### src/asgs_pkg.sv
// Shared types, constants and helpers of the ADC group scan sequencer.
package asgs_pkg;

	localparam int GROUP_COUNT        = 4;
	localparam int CHANNELS_PER_GROUP = 8;
	localparam int UNIT_COUNT         = 2;

	// Fixed field layout of the configuration registers
	localparam int LIST_GROUPS = 4;
	localparam int SLOT_W      = 3;
	localparam int CHAN_W      = 5;
	localparam int COUNT_W     = 4;
	localparam int LIST_W      = 40;
	localparam int COUNTS_W    = 16;
	localparam int UMAP_W      = 4;
	localparam int SAMPLE_W    = 12;
	localparam int REG_IDX_W   = 3;

	localparam int GI_W   = (GROUP_COUNT > 1) ? $clog2(GROUP_COUNT) : 1;
	localparam int POS_W  = (CHANNELS_PER_GROUP > 1) ? $clog2(CHANNELS_PER_GROUP) : 1;
	localparam int STORE_DEPTH = GROUP_COUNT * CHANNELS_PER_GROUP;
	localparam int ADDR_W = (STORE_DEPTH > 1) ? $clog2(STORE_DEPTH) : 1;

	// Output queue of the back end
	localparam int OQ_DEPTH = 4;
	localparam int OQ_PTR_W = $clog2(OQ_DEPTH);
	localparam int OQ_CNT_W = $clog2(OQ_DEPTH + 1);

	// Register indexes
	localparam logic [REG_IDX_W-1:0] REG_LIST_G0  = 3'd0;
	localparam logic [REG_IDX_W-1:0] REG_COUNTS   = 3'd4;
	localparam logic [REG_IDX_W-1:0] REG_UNIT_MAP = 3'd5;

	typedef enum logic [2:0] {
		OP_INIT      = 3'd0,
		OP_BUF_READY = 3'd1,
		OP_START     = 3'd2,
		OP_POLL      = 3'd3,
		OP_READ      = 3'd4
	} op_t;

	typedef enum logic [2:0] {
		ERR_NONE       = 3'd0,
		ERR_UNINIT     = 3'd1,
		ERR_BAD_GROUP  = 3'd2,
		ERR_ALREADY    = 3'd3,
		ERR_BUF_UNSET  = 3'd4,
		ERR_BUSY       = 3'd5,
		ERR_NOT_DONE   = 3'd6
	} error_t;

	typedef enum logic [1:0] {
		ST_IDLE = 2'd0,
		ST_BUSY = 2'd1,
		ST_DONE = 2'd2
	} status_t;

	typedef enum logic [1:0] {
		CMD_NONE    = 2'd0,
		CMD_START   = 2'd1,
		CMD_DISABLE = 2'd2
	} cmd_t;

	typedef enum logic {
		BK_IDLE,
		BK_READ
	} bk_state_t;

	typedef struct packed {
		logic                ok;
		error_t              error;
		status_t             status;
		cmd_t                cmd;
		logic                unit;
		logic [CHAN_W-1:0]   channel;
		logic [SAMPLE_W-1:0] value;
		logic                last;
	} result_t;

	// One classified op handed from front to back
	typedef struct packed {
		logic                is_read;
		logic                we;
		logic [ADDR_W-1:0]   waddr;
		logic [SAMPLE_W-1:0] wdata;
		logic [GI_W-1:0]     rgroup;
		logic [POS_W-1:0]    rlast;
		result_t             res;
	} job_t;

	function automatic logic [ADDR_W-1:0] store_addr(logic [GI_W-1:0] gi,
			logic [POS_W-1:0] pos);
		return ADDR_W'(int'(gi) * CHANNELS_PER_GROUP + int'(pos));
	endfunction

endpackage

### src/asgs_ram.sv
// Generic simple dual-port RAM with registered read.
module asgs_ram #(
	parameter int WIDTH = 12,
	parameter int DEPTH = 32,
	localparam int AW = (DEPTH > 1) ? $clog2(DEPTH) : 1
) (
	input  logic             clk,
	input  logic             we,
	input  logic [AW-1:0]    waddr,
	input  logic [WIDTH-1:0] wdata,
	input  logic [AW-1:0]    raddr,
	output logic [WIDTH-1:0] rdata
);

	logic [WIDTH-1:0] mem_q [DEPTH];

	// Write port and registered read port
	always_ff @(posedge clk) begin
		if (we) begin
			mem_q[waddr] <= wdata;
		end
		rdata <= mem_q[raddr];
	end

endmodule

### src/asgs_front.sv
// Front end: configuration, per-group state, op checking and job building.
module asgs_front (
	input  logic                              clk,
	input  logic                              arst_n,
	input  logic                              wr_en,
	input  logic [asgs_pkg::REG_IDX_W-1:0]    wr_index,
	input  logic [asgs_pkg::LIST_W-1:0]       wr_data,
	input  logic                              accept,
	input  logic [2:0]                        op,
	input  logic [3:0]                        group,
	input  logic                              conversion_done,
	input  logic [15:0]                       sample,
	output logic                              job_push,
	output asgs_pkg::job_t                    job
);

	localparam int GC  = asgs_pkg::GROUP_COUNT;
	localparam int CPG = asgs_pkg::CHANNELS_PER_GROUP;

	logic [asgs_pkg::LIST_W-1:0]   list_q [asgs_pkg::LIST_GROUPS];
	logic [asgs_pkg::COUNTS_W-1:0] counts_q;
	logic [asgs_pkg::UMAP_W-1:0]   umap_q;

	logic                        ready_q;
	logic [GC-1:0]               buf_q;
	asgs_pkg::status_t           status_q [GC];
	logic [asgs_pkg::POS_W-1:0]  pos_q [GC];

	logic                        gok;
	logic [asgs_pkg::GI_W-1:0]   gi;
	logic [1:0]                  ci;
	asgs_pkg::status_t           gstat;
	logic [asgs_pkg::COUNT_W-1:0] raw_cnt;
	logic [asgs_pkg::COUNT_W-1:0] cnt;
	logic                        unit;
	logic [asgs_pkg::COUNT_W-1:0] pos_nx;
	logic [asgs_pkg::SLOT_W-1:0] slot;
	logic [asgs_pkg::CHAN_W-1:0] chan;

	logic                        set_ready;
	logic                        set_buf;
	logic                        st_we;
	asgs_pkg::status_t           st_new;
	logic                        pos_we;
	logic [asgs_pkg::POS_W-1:0]  pos_new;

	// Decode the group and look up its configuration
	always_comb begin
		gok     = {1'b0, group} < 5'(GC);
		gi      = group[asgs_pkg::GI_W-1:0];
		ci      = group[1:0];
		gstat   = gok ? status_q[gi] : asgs_pkg::ST_IDLE;
		raw_cnt = counts_q[ci*asgs_pkg::COUNT_W +: asgs_pkg::COUNT_W];
		if (raw_cnt == '0) begin
			cnt = asgs_pkg::COUNT_W'(1);
		end else if (raw_cnt > asgs_pkg::COUNT_W'(CPG)) begin
			cnt = asgs_pkg::COUNT_W'(CPG);
		end else begin
			cnt = raw_cnt;
		end
		unit   = (asgs_pkg::UNIT_COUNT > 1) ? umap_q[ci] : 1'b0;
		pos_nx = asgs_pkg::COUNT_W'(pos_q[gi]) + asgs_pkg::COUNT_W'(1);
		slot   = (asgs_pkg::op_t'(op) == asgs_pkg::OP_START) ? '0
			: pos_nx[asgs_pkg::SLOT_W-1:0];
		chan   = list_q[ci][slot*asgs_pkg::CHAN_W +: asgs_pkg::CHAN_W];
	end

	// Check the op, build its job and work out the state update
	always_comb begin
		job_push  = 1'b0;
		job       = '0;
		job.res.last = 1'b1;
		job.waddr = asgs_pkg::store_addr(gi, pos_q[gi]);
		job.wdata = sample[asgs_pkg::SAMPLE_W-1:0];
		job.rgroup = gi;
		job.rlast  = asgs_pkg::POS_W'(cnt - asgs_pkg::COUNT_W'(1));
		set_ready = 1'b0;
		set_buf   = 1'b0;
		st_we     = 1'b0;
		st_new    = asgs_pkg::ST_IDLE;
		pos_we    = 1'b0;
		pos_new   = '0;

		case (asgs_pkg::op_t'(op))
			asgs_pkg::OP_INIT, asgs_pkg::OP_BUF_READY, asgs_pkg::OP_START,
			asgs_pkg::OP_POLL, asgs_pkg::OP_READ: begin
				job_push = accept;
			end
			default: begin
				job_push = 1'b0;
			end
		endcase

		if (asgs_pkg::op_t'(op) == asgs_pkg::OP_INIT) begin
			if (ready_q) begin
				job.res.error  = asgs_pkg::ERR_ALREADY;
				job.res.status = gstat;
			end else begin
				job.res.ok = 1'b1;
				set_ready  = 1'b1;
			end
		end else if (!ready_q) begin
			job.res.error = asgs_pkg::ERR_UNINIT;
		end else if (!gok) begin
			job.res.error = asgs_pkg::ERR_BAD_GROUP;
		end else begin
			job.res.status = gstat;
			case (asgs_pkg::op_t'(op))
				asgs_pkg::OP_BUF_READY: begin
					job.res.ok = 1'b1;
					set_buf    = 1'b1;
				end
				asgs_pkg::OP_START: begin
					if (!buf_q[gi]) begin
						job.res.error = asgs_pkg::ERR_BUF_UNSET;
					end else if (gstat == asgs_pkg::ST_BUSY) begin
						job.res.error = asgs_pkg::ERR_BUSY;
					end else begin
						job.res.ok      = 1'b1;
						job.res.status  = asgs_pkg::ST_BUSY;
						job.res.cmd     = asgs_pkg::CMD_START;
						job.res.unit    = unit;
						job.res.channel = chan;
						st_we   = 1'b1;
						st_new  = asgs_pkg::ST_BUSY;
						pos_we  = 1'b1;
						pos_new = '0;
					end
				end
				asgs_pkg::OP_POLL: begin
					job.res.ok = 1'b1;
					if (gstat == asgs_pkg::ST_BUSY && conversion_done) begin
						job.we       = 1'b1;
						job.res.unit = unit;
						if (pos_nx < cnt) begin
							job.res.cmd     = asgs_pkg::CMD_START;
							job.res.channel = chan;
							pos_we  = 1'b1;
							pos_new = pos_nx[asgs_pkg::POS_W-1:0];
						end else begin
							job.res.cmd    = asgs_pkg::CMD_DISABLE;
							job.res.status = asgs_pkg::ST_DONE;
							st_we  = 1'b1;
							st_new = asgs_pkg::ST_DONE;
						end
					end
				end
				asgs_pkg::OP_READ: begin
					if (gstat != asgs_pkg::ST_DONE) begin
						job.res.error = asgs_pkg::ERR_NOT_DONE;
					end else begin
						job.is_read = 1'b1;
						st_we  = 1'b1;
						st_new = asgs_pkg::ST_IDLE;
					end
				end
				default: begin
					job.res.ok = 1'b0;
				end
			endcase
		end
	end

	// Hold configuration registers
	always_ff @(posedge clk or negedge arst_n) begin
		if (!arst_n) begin
			for (int i = 0; i < asgs_pkg::LIST_GROUPS; i++) begin
				list_q[i] <= '0;
			end
			counts_q <= 16'h1111;
			umap_q   <= '0;
		end else if (wr_en) begin
			if (wr_index < asgs_pkg::REG_COUNTS) begin
				list_q[wr_index[1:0]] <= wr_data;
			end else if (wr_index == asgs_pkg::REG_COUNTS) begin
				counts_q <= wr_data[asgs_pkg::COUNTS_W-1:0];
			end else if (wr_index == asgs_pkg::REG_UNIT_MAP) begin
				umap_q <= wr_data[asgs_pkg::UMAP_W-1:0];
			end
		end
	end

	// Update module and group state on each accepted op
	always_ff @(posedge clk or negedge arst_n) begin
		if (!arst_n) begin
			ready_q <= 1'b0;
			buf_q   <= '0;
			for (int i = 0; i < GC; i++) begin
				status_q[i] <= asgs_pkg::ST_IDLE;
				pos_q[i]    <= '0;
			end
		end else if (job_push) begin
			if (set_ready) begin
				ready_q <= 1'b1;
				buf_q   <= '0;
				for (int i = 0; i < GC; i++) begin
					status_q[i] <= asgs_pkg::ST_IDLE;
					pos_q[i]    <= '0;
				end
			end
			if (set_buf) begin
				buf_q[gi] <= 1'b1;
			end
			if (st_we) begin
				status_q[gi] <= st_new;
			end
			if (pos_we) begin
				pos_q[gi] <= pos_new;
			end
		end
	end

endmodule

### src/asgs_job_q.sv
// Two-entry job queue between front and back end.
module asgs_job_q (
	input  logic            clk,
	input  logic            arst_n,
	input  logic            push,
	input  asgs_pkg::job_t  push_data,
	output logic            full,
	input  logic            pop,
	output logic            valid,
	output asgs_pkg::job_t  head
);

	asgs_pkg::job_t entry_q [2];
	logic           wp_q;
	logic           rp_q;
	logic [1:0]     cnt_q;

	assign full  = cnt_q == 2'd2;
	assign valid = cnt_q != 2'd0;
	assign head  = entry_q[rp_q];

	// Store pushed jobs
	always_ff @(posedge clk) begin
		if (push) begin
			entry_q[wp_q] <= push_data;
		end
	end

	// Advance pointers and fill level
	always_ff @(posedge clk or negedge arst_n) begin
		if (!arst_n) begin
			wp_q  <= 1'b0;
			rp_q  <= 1'b0;
			cnt_q <= '0;
		end else begin
			if (push) begin
				wp_q <= ~wp_q;
			end
			if (pop) begin
				rp_q <= ~rp_q;
			end
			cnt_q <= cnt_q + 2'(push) - 2'(pop);
		end
	end

endmodule

### src/asgs_back.sv
// Back end: sample store, result streaming and the output queue.
module asgs_back (
	input  logic                clk,
	input  logic                arst_n,
	input  logic                job_valid,
	input  asgs_pkg::job_t      job,
	output logic                job_pop,
	input  logic                pop,
	output logic                empty,
	output asgs_pkg::result_t   head
);

	asgs_pkg::bk_state_t          state_q, state_d;
	logic [asgs_pkg::GI_W-1:0]    rgrp_q, rgrp_d;
	logic [asgs_pkg::POS_W-1:0]   rlast_q, rlast_d;
	logic [asgs_pkg::POS_W-1:0]   idx_q, idx_d;
	logic                         rd_valid_s1;
	logic                         rd_last_s1;
	logic                         issue;
	logic                         issue_last;

	logic                         ram_we;
	logic [asgs_pkg::ADDR_W-1:0]  ram_raddr;
	logic [asgs_pkg::SAMPLE_W-1:0] ram_rdata;

	asgs_pkg::result_t            oq_q [asgs_pkg::OQ_DEPTH];
	logic [asgs_pkg::OQ_PTR_W-1:0] oq_wp_q;
	logic [asgs_pkg::OQ_PTR_W-1:0] oq_rp_q;
	logic [asgs_pkg::OQ_CNT_W-1:0] oq_cnt_q;
	logic                         oq_push;
	logic                         oq_pop;
	asgs_pkg::result_t            oq_data;
	logic                         room;

	asgs_ram #(
		.WIDTH(asgs_pkg::SAMPLE_W),
		.DEPTH(asgs_pkg::STORE_DEPTH)
	) u_store (
		.clk  (clk),
		.we   (ram_we),
		.waddr(job.waddr),
		.wdata(job.wdata),
		.raddr(ram_raddr),
		.rdata(ram_rdata)
	);

	assign empty  = oq_cnt_q == '0;
	assign oq_pop = pop && !empty;
	assign head   = oq_q[oq_rp_q];

	// Room for one more read counting the sample already in flight
	assign room = ({1'b0, oq_cnt_q} + (asgs_pkg::OQ_CNT_W + 1)'(rd_valid_s1))
		< (asgs_pkg::OQ_CNT_W + 1)'(asgs_pkg::OQ_DEPTH);

	// Sequence jobs: single results pass through, reads stream the store
	always_comb begin
		state_d    = state_q;
		rgrp_d     = rgrp_q;
		rlast_d    = rlast_q;
		idx_d      = idx_q;
		job_pop    = 1'b0;
		ram_we     = 1'b0;
		ram_raddr  = asgs_pkg::store_addr(rgrp_q, idx_q);
		issue      = 1'b0;
		issue_last = idx_q == rlast_q;
		oq_push    = 1'b0;
		oq_data    = '0;

		if (rd_valid_s1) begin
			oq_push       = 1'b1;
			oq_data.ok    = 1'b1;
			oq_data.value = ram_rdata;
			oq_data.last  = rd_last_s1;
		end

		case (state_q)
			asgs_pkg::BK_IDLE: begin
				if (job_valid) begin
					if (job.is_read) begin
						job_pop = 1'b1;
						rgrp_d  = job.rgroup;
						rlast_d = job.rlast;
						idx_d   = '0;
						state_d = asgs_pkg::BK_READ;
					end else if (!rd_valid_s1
							&& oq_cnt_q < asgs_pkg::OQ_CNT_W'(asgs_pkg::OQ_DEPTH)) begin
						job_pop = 1'b1;
						oq_push = 1'b1;
						oq_data = job.res;
						ram_we  = job.we;
					end
				end
			end
			asgs_pkg::BK_READ: begin
				if (room) begin
					issue = 1'b1;
					if (issue_last) begin
						state_d = asgs_pkg::BK_IDLE;
					end else begin
						idx_d = idx_q + asgs_pkg::POS_W'(1);
					end
				end
			end
			default: begin
				state_d = asgs_pkg::BK_IDLE;
			end
		endcase
	end

	// Hold sequencer state and the read pipeline stage
	always_ff @(posedge clk or negedge arst_n) begin
		if (!arst_n) begin
			state_q     <= asgs_pkg::BK_IDLE;
			rd_valid_s1 <= 1'b0;
		end else begin
			state_q     <= state_d;
			rd_valid_s1 <= issue;
		end
	end

	always_ff @(posedge clk) begin
		rgrp_q     <= rgrp_d;
		rlast_q    <= rlast_d;
		idx_q      <= idx_d;
		rd_last_s1 <= issue_last;
	end

	// Output queue storage
	always_ff @(posedge clk) begin
		if (oq_push) begin
			oq_q[oq_wp_q] <= oq_data;
		end
	end

	// Output queue pointers and fill level
	always_ff @(posedge clk or negedge arst_n) begin
		if (!arst_n) begin
			oq_wp_q  <= '0;
			oq_rp_q  <= '0;
			oq_cnt_q <= '0;
		end else begin
			if (oq_push) begin
				oq_wp_q <= oq_wp_q + asgs_pkg::OQ_PTR_W'(1);
			end
			if (oq_pop) begin
				oq_rp_q <= oq_rp_q + asgs_pkg::OQ_PTR_W'(1);
			end
			oq_cnt_q <= oq_cnt_q + asgs_pkg::OQ_CNT_W'(oq_push)
				- asgs_pkg::OQ_CNT_W'(oq_pop);
		end
	end

endmodule

### src/adc_group_scan_sequencer_unit.sv
// Top level of the ADC group scan sequencer.
// Per-group ADC scan sequencer with queue-style ports on both sides. The front end
// checks each op in the cycle it is pushed, updates group state and hands a job
// to a two-entry job queue; ops 5 to 7 are taken and dropped. The back end turns
// each job into results in a four-entry output queue: a control op yields its one
// result, passed through the job queue and then the output queue, and a read
// streams one stored sample per cycle while the output queue has room, behind the
// registered store read. Room in the output queue, and so pop, paces the
// streaming; full rises once both job queue entries are taken, which happens
// when jobs wait behind a read or behind a full output queue while pop is held off.
// The sample store has no reset; read only samples a poll has written.
module adc_group_scan_sequencer_unit (
	input  logic                              clk,
	input  logic                              arst_n,
	input  logic                              wr_en,
	input  logic [asgs_pkg::REG_IDX_W-1:0]    wr_index,
	input  logic [asgs_pkg::LIST_W-1:0]       wr_data,
	input  logic                              push,
	output logic                              full,
	input  logic [2:0]                        op,
	input  logic [3:0]                        group,
	input  logic                              conversion_done,
	input  logic [15:0]                       sample,
	output logic                              empty,
	input  logic                              pop,
	output logic                              ok,
	output logic [2:0]                        error,
	output logic [1:0]                        status,
	output logic [1:0]                        convert_cmd,
	output logic                              convert_unit,
	output logic [4:0]                        convert_channel,
	output logic [11:0]                       value,
	output logic                              last
);

	logic               accept;
	logic               job_push;
	asgs_pkg::job_t     job_in;
	logic               job_valid;
	logic               job_pop;
	asgs_pkg::job_t     job_head;
	asgs_pkg::result_t  res;

	assign accept = push && !full;

	asgs_front u_front (
		.clk            (clk),
		.arst_n         (arst_n),
		.wr_en          (wr_en),
		.wr_index       (wr_index),
		.wr_data        (wr_data),
		.accept         (accept),
		.op             (op),
		.group          (group),
		.conversion_done(conversion_done),
		.sample         (sample),
		.job_push       (job_push),
		.job            (job_in)
	);

	asgs_job_q u_job_q (
		.clk      (clk),
		.arst_n   (arst_n),
		.push     (job_push),
		.push_data(job_in),
		.full     (full),
		.pop      (job_pop),
		.valid    (job_valid),
		.head     (job_head)
	);

	asgs_back u_back (
		.clk      (clk),
		.arst_n   (arst_n),
		.job_valid(job_valid),
		.job      (job_head),
		.job_pop  (job_pop),
		.pop      (pop),
		.empty    (empty),
		.head     (res)
	);

	// Drive result ports from the oldest queued beat
	assign ok              = res.ok;
	assign error           = res.error;
	assign status          = res.status;
	assign convert_cmd     = res.cmd;
	assign convert_unit    = res.unit;
	assign convert_channel = res.channel;
	assign value           = res.value;
	assign last            = res.last;

endmodule

### config.mk
export PLATFORM = sky130hd
export DESIGN_NAME = adc_group_scan_sequencer_unit
export DESIGN_NICKNAME = d
export VERILOG_FILES = /design/src/asgs_pkg.sv /design/src/asgs_ram.sv /design/src/asgs_front.sv /design/src/asgs_job_q.sv /design/src/asgs_back.sv /design/src/adc_group_scan_sequencer_unit.sv
export SDC_FILE = /design/constraint.sdc
export NUM_CORES = 1
export LEC_CHECK = 0
export BUFFER_PORTS_ARGS = -buffer_cell sky130_fd_sc_hd__buf_2
export CAP_MARGIN = 20
export CORE_MARGIN = 1.5
export CORE_UTILIZATION = 50
export CTS_CLUSTER_SIZE = 28
export DETAILED_ROUTE_END_ITERATION = 6
export PLACE_DENSITY = 0.68
export SLEW_MARGIN = 20
export SYNTH_ARGS = -nofsm -noshare
export SYNTH_HDL_FRONTEND = slang
export SYNTH_SLANG_ARGS = --single-unit
### constraint.sdc
create_clock -name clk -period 8.1 [get_ports clk]
set_clock_uncertainty 0.2 [all_clocks]
set_input_delay 1.62 -clock clk [delete_from_list [all_inputs] [get_ports clk]]
set_output_delay 1.62 -clock clk [all_outputs]
set_load 0.02 [all_outputs]
==> flow_summary.json <==
{
  "run_status": "finished, final reports clean",
  "netlist.top_cell.by_area": "sky130_fd_sc_hd__edfxtp_1",
  "synth.ff_latch_count": 803,
  "place_hpwl_um": 41400,
  "register_to_register_path_depth": 11,
  "number_of_enable_flip_flop_cells_after_synthesis": 572,
  "placement.io_buffers": 96,
  "clock_insertion_delay_at_the_later_pin_of_the_skew_report_ns": 0.63,
  "critPathLaunchType": "input port",
  "maximum_fanout_encountered_on_the_critical_timing_path": 42,
  "num_vias": 16100,
  "initial_utilization_pct": 50.6,
  "dieHeight_um": 258,
  "netSwitchingPower_mw": 3.42,
  "drive_gt1_share_pct": 37.8,
  "post-route-period-util_pct": 66.0,
  "setup_tns_ns": 0,
  "drv_slew": 0,
  "detail-route-antenna-nets": 0,
  "path_clk_slew_ns": 0.06,
  "synth_nets": 1790,
  "reg2reg_from": "u_front.pos_q[3]$_DFFE_PN0P_",
  "via_per_inst": 5.84,
  "internal_power_mw": 8.74,
  "maximum_root_to_sink_buffer_count": 3,
  "netlist_area_um2": 32500,
  "place_worst_setup_slack_ns": 2.20,
  "pin_count_of_the_biggest_net_entering_global_routing": 110,
  "synth-seq-area-share_pct": 70.4,
  "worst-setup-path-type": "input port to flip-flop",
  "sw_share_pct": 28.2,
  "postSynthAreaPerCell_um2": 19.1,
  "netlist_top_cells_area": "sky130_fd_sc_hd__edfxtp_1, sky130_fd_sc_hd__dfrtp_1, sky130_fd_sc_hd__mux4_2, sky130_fd_sc_hd__mux2_2, sky130_fd_sc_hd__nor2_1",
  "h_tree_depth": 3,
  "design.final.nets": 1929,
  "setup_viol": 0,
  "cap_viol_max_count": 0,
  "cts.sink_count": 803,
  "p_comb_share_pct": 24.7,
  "maxSlewHeadroom_pct": 29.9,
  "cts_buffers": 82,
  "synth_top_area_share_pct": 52.8,
  "maxClockFrequency_mhz": 187,
  "first_pass_grt_wire_length_um": 103000,
  "endpoint": "u_front.status_q[7]$_DFFE_PN0P_",
  "hold_slack_ns": 0.280,
  "cts_tree": "built",
  "remaining_drc_errors": 0,
  "r2r_slack_ns": 3.96,
  "ys_dominant_reg_cell": "sky130_fd_sc_hd__edfxtp_1",
  "timing.hold.worst.class": "flip-flop to flip-flop",
  "grt_setup_unrepaired": "false",
  "rr_endpoint": "u_front.status_q[7]$_DFFE_PN0P_",
  "post_cts_resize_count": 0,
  "synthDistinctLibCells": 55,
  "cts_root_buffer": "sky130_fd_sc_hd__clkbuf_16",
  "fin_ws_ns": 2.75,
  "p_per_area_nw_per_um2": 330,
  "area_growth_syn_to_layout_pct": 13.2,
  "number_of_primary_i_o_pins": 101,
  "track_usage_pct": 20.7,
  "postRouteWirelength_um": 67300,
  "ys_warns": 0,
  "coreArea_um2": 64300,
  "crit_path_end_kind": "flip-flop",
  "fp.dieW_um": 258,
  "dieArea_um2": 66600,
  "initial_detailed_routing_violation_count": 1345,
  "drt_first_pass_iters": 5,
  "hold_viol_final": 0,
  "power_frac_clock_pct": 30.2,
  "critical_path_required_ns": 8.39,
  "rows": 93,
  "async_flop_share_pct": 27.1,
  "post_cts_hold_buffer_count": 0,
  "launching_element_of_the_worst_setup_path": "group[1]",
  "syn_inst": 1702,
  "routed_wire_length_per_instance_um": 24.4,
  "min_period_ns": 5.35,
  "worst_ep_arrival_time_ns": 5.64,
  "worst_ir_drop_on_vdd_v": 0.000226,
  "vias_in_the_first_global_route": 17000,
  "global_route.overflow_total": 0,
  "antenna_found_initial": 10,
  "fin_total_pwr_mw": 12.2,
  "last_weighted_congestion_value_of_the_routability_driven_placer": 0.821,
  "p_seq_share_pct": 45.1,
  "power.static_leakage_nw": 13.0,
  "post-cts-setup-buffer-count": 0,
  "tightestPinTransition_ns": 1.05
}
==> power by group through the flow <==
stage | clock, mW | combinational [mW] | sequential (mW)
floorplan | 0 | 2.18 | 5.43
global placement | 0 | 2.97 | 5.53
detailed placement | 0 | 3.04 | 5.57
CTS | 3.77 | 3.06 | 5.49
global route | 3.92 | 3.23 | 5.54
finish | 3.68 | 3.00 | 5.48
==> sequential cells by signal, indices dropped and copies added (netlist names), 8 cells and up <==
register              cells
u_back.u_store.mem_q    384
u_front.list_q          160
u_back.oq_q             108
u_job_q.entry_q          72
u_front.counts_q         16
u_back.u_store.rdata     12
u_front.pos_q            12
u_front.status_q          8
==> worst max-delay path, stage by stage <==
cell	delay, ns
sky130_fd_sc_hd__buf_2	0.45
sky130_fd_sc_hd__buf_4	0.64
sky130_fd_sc_hd__mux4_2	0.46
sky130_fd_sc_hd__xnor2_1	0.27
sky130_fd_sc_hd__inv_1	0.08
sky130_fd_sc_hd__ha_1	0.31
sky130_fd_sc_hd__nand3_1	0.11
sky130_fd_sc_hd__and3_1	0.24
sky130_fd_sc_hd__or4_1	0.55
sky130_fd_sc_hd__or3_1	0.45
sky130_fd_sc_hd__a211oi_1	0.29
sky130_fd_sc_hd__o21ai_0	0.14
==> synth_stat cells (6+ instances only) <==
master,count
sky130_fd_sc_hd__a211o_1,6
sky130_fd_sc_hd__o21ai_0,23
sky130_fd_sc_hd__nor2b_1,18
sky130_fd_sc_hd__ha_1,15
sky130_fd_sc_hd__nand2b_1,6
sky130_fd_sc_hd__dfrtp_1,214
sky130_fd_sc_hd__a21oi_1,17
sky130_fd_sc_hd__o211ai_1,6
sky130_fd_sc_hd__mux2_2,218
sky130_fd_sc_hd__and3_1,7
sky130_fd_sc_hd__mux4_2,197
sky130_fd_sc_hd__mux2i_1,27
sky130_fd_sc_hd__buf_2,8
sky130_fd_sc_hd__nor2_1,75
sky130_fd_sc_hd__a32o_1,8
sky130_fd_sc_hd__xor2_1,7
sky130_fd_sc_hd__inv_1,26
sky130_fd_sc_hd__buf_1,28
sky130_fd_sc_hd__dfxtp_1,13
sky130_fd_sc_hd__xnor2_1,7
sky130_fd_sc_hd__edfxtp_1,572
sky130_fd_sc_hd__nand2_1,58
sky130_fd_sc_hd__and2_1,23
sky130_fd_sc_hd__nor3_1,8
sky130_fd_sc_hd__a211oi_1,10
sky130_fd_sc_hd__clkbuf_1,50
sky130_fd_sc_hd__nand3_1,6
==> placed cells by master (no fill, tap or decap), drive strengths merged, types with 2 or more instances in the layout <==
cell type / n
edfxtp: 572
mux2: 218
dfrtp: 214
mux4: 197
buf: 142
clkbuf: 111
nor2: 75
nand2: 58
inv: 30
mux2i: 27
clkinv: 24
and2: 23
o21ai: 23
nor2b: 18
a21oi: 17
ha: 15
dfxtp: 13
a211oi: 10
a32o: 8
nor3: 8
xnor2: 7
and3: 7
xor2: 7
nand2b: 6
a211o: 6
o211ai: 6
bufinv: 6
nand3: 6
or3: 5
nor3b: 5
o2bb2ai: 4
a221oi: 4
dfstp: 4
or2: 3
a31oi: 3
o21bai: 2
a32oi: 2
==> metrics by stage <==
step | util (%) | instances | instance area [µm²]
2_1_floorplan | - | 1702 | 32500
3_3_place_gp | 53.0 | 2608 | 34100
3_5_place_dp | 53.1 | 2612 | 34200
4_1_cts | 57.2 | 2756 | 36800
5_1_grt | 57.2 | 2756 | 36800
6_report | 57.2 | 2757 | 36800
==> worst min-delay path by stage <==
stage	startpoint	to	cells after the start
final	u_front.buf_q[0]$_DFFE_PN0P_	u_front.buf_q[0]$_DFFE_PN0P_	2
after global routing	u_front.list_q[73]$_DFFE_PN0P_	u_front.list_q[73]$_DFFE_PN0P_	1
after CTS	u_front.buf_q[0]$_DFFE_PN0P_	u_front.buf_q[0]$_DFFE_PN0P_	2
after detailed placement	u_front.buf_q[0]$_DFFE_PN0P_	u_front.buf_q[0]$_DFFE_PN0P_	2
after global placement	u_front.buf_q[1]$_DFFE_PN0P_	u_front.buf_q[1]$_DFFE_PN0P_	2
after floorplan	u_front.buf_q[2]$_DFFE_PN0P_	u_front.buf_q[2]$_DFFE_PN0P_	2
==> per-layer routing <==
metal	routed length, µm	share of wire [%]	track usage, %	vias up
met1	28800	43	28.0	8517
li1	-	-	-	7034
met4	1560	2.3	6.09	16
met3	3620	5.4	4.29	122
met2	33200	49	34.0	406
met5	103	0.15	0	-
==> cells by family after synthesis <==
kind of cell	share of synthesized area [%]
compound gates	1.96
xor+xnor	0.377
fa+ha+maj	0.638
buf+inv	1.38
flops	70.4
mux	22.0
simple gates	3.27
==> area by class of cell <==
| cell class | instances | area, µm² |
|---|---|---|
| Fill cell | 4740 | 27500 |
| Sequential cell | 803 | 22900 |
| Multi-Input combinational cell | 785 | 9290 |
| Clock buffer | 110 | 2280 |
| Tap cell | 855 | 1070 |
| Timing Repair Buffer | 143 | 850 |
| Clock inverter | 34 | 353 |
| Inverter | 26 | 97.6 |
| Antenna cell | 1 | 2.50 |
No activity file was read; power rests on OpenSTA's default activity.
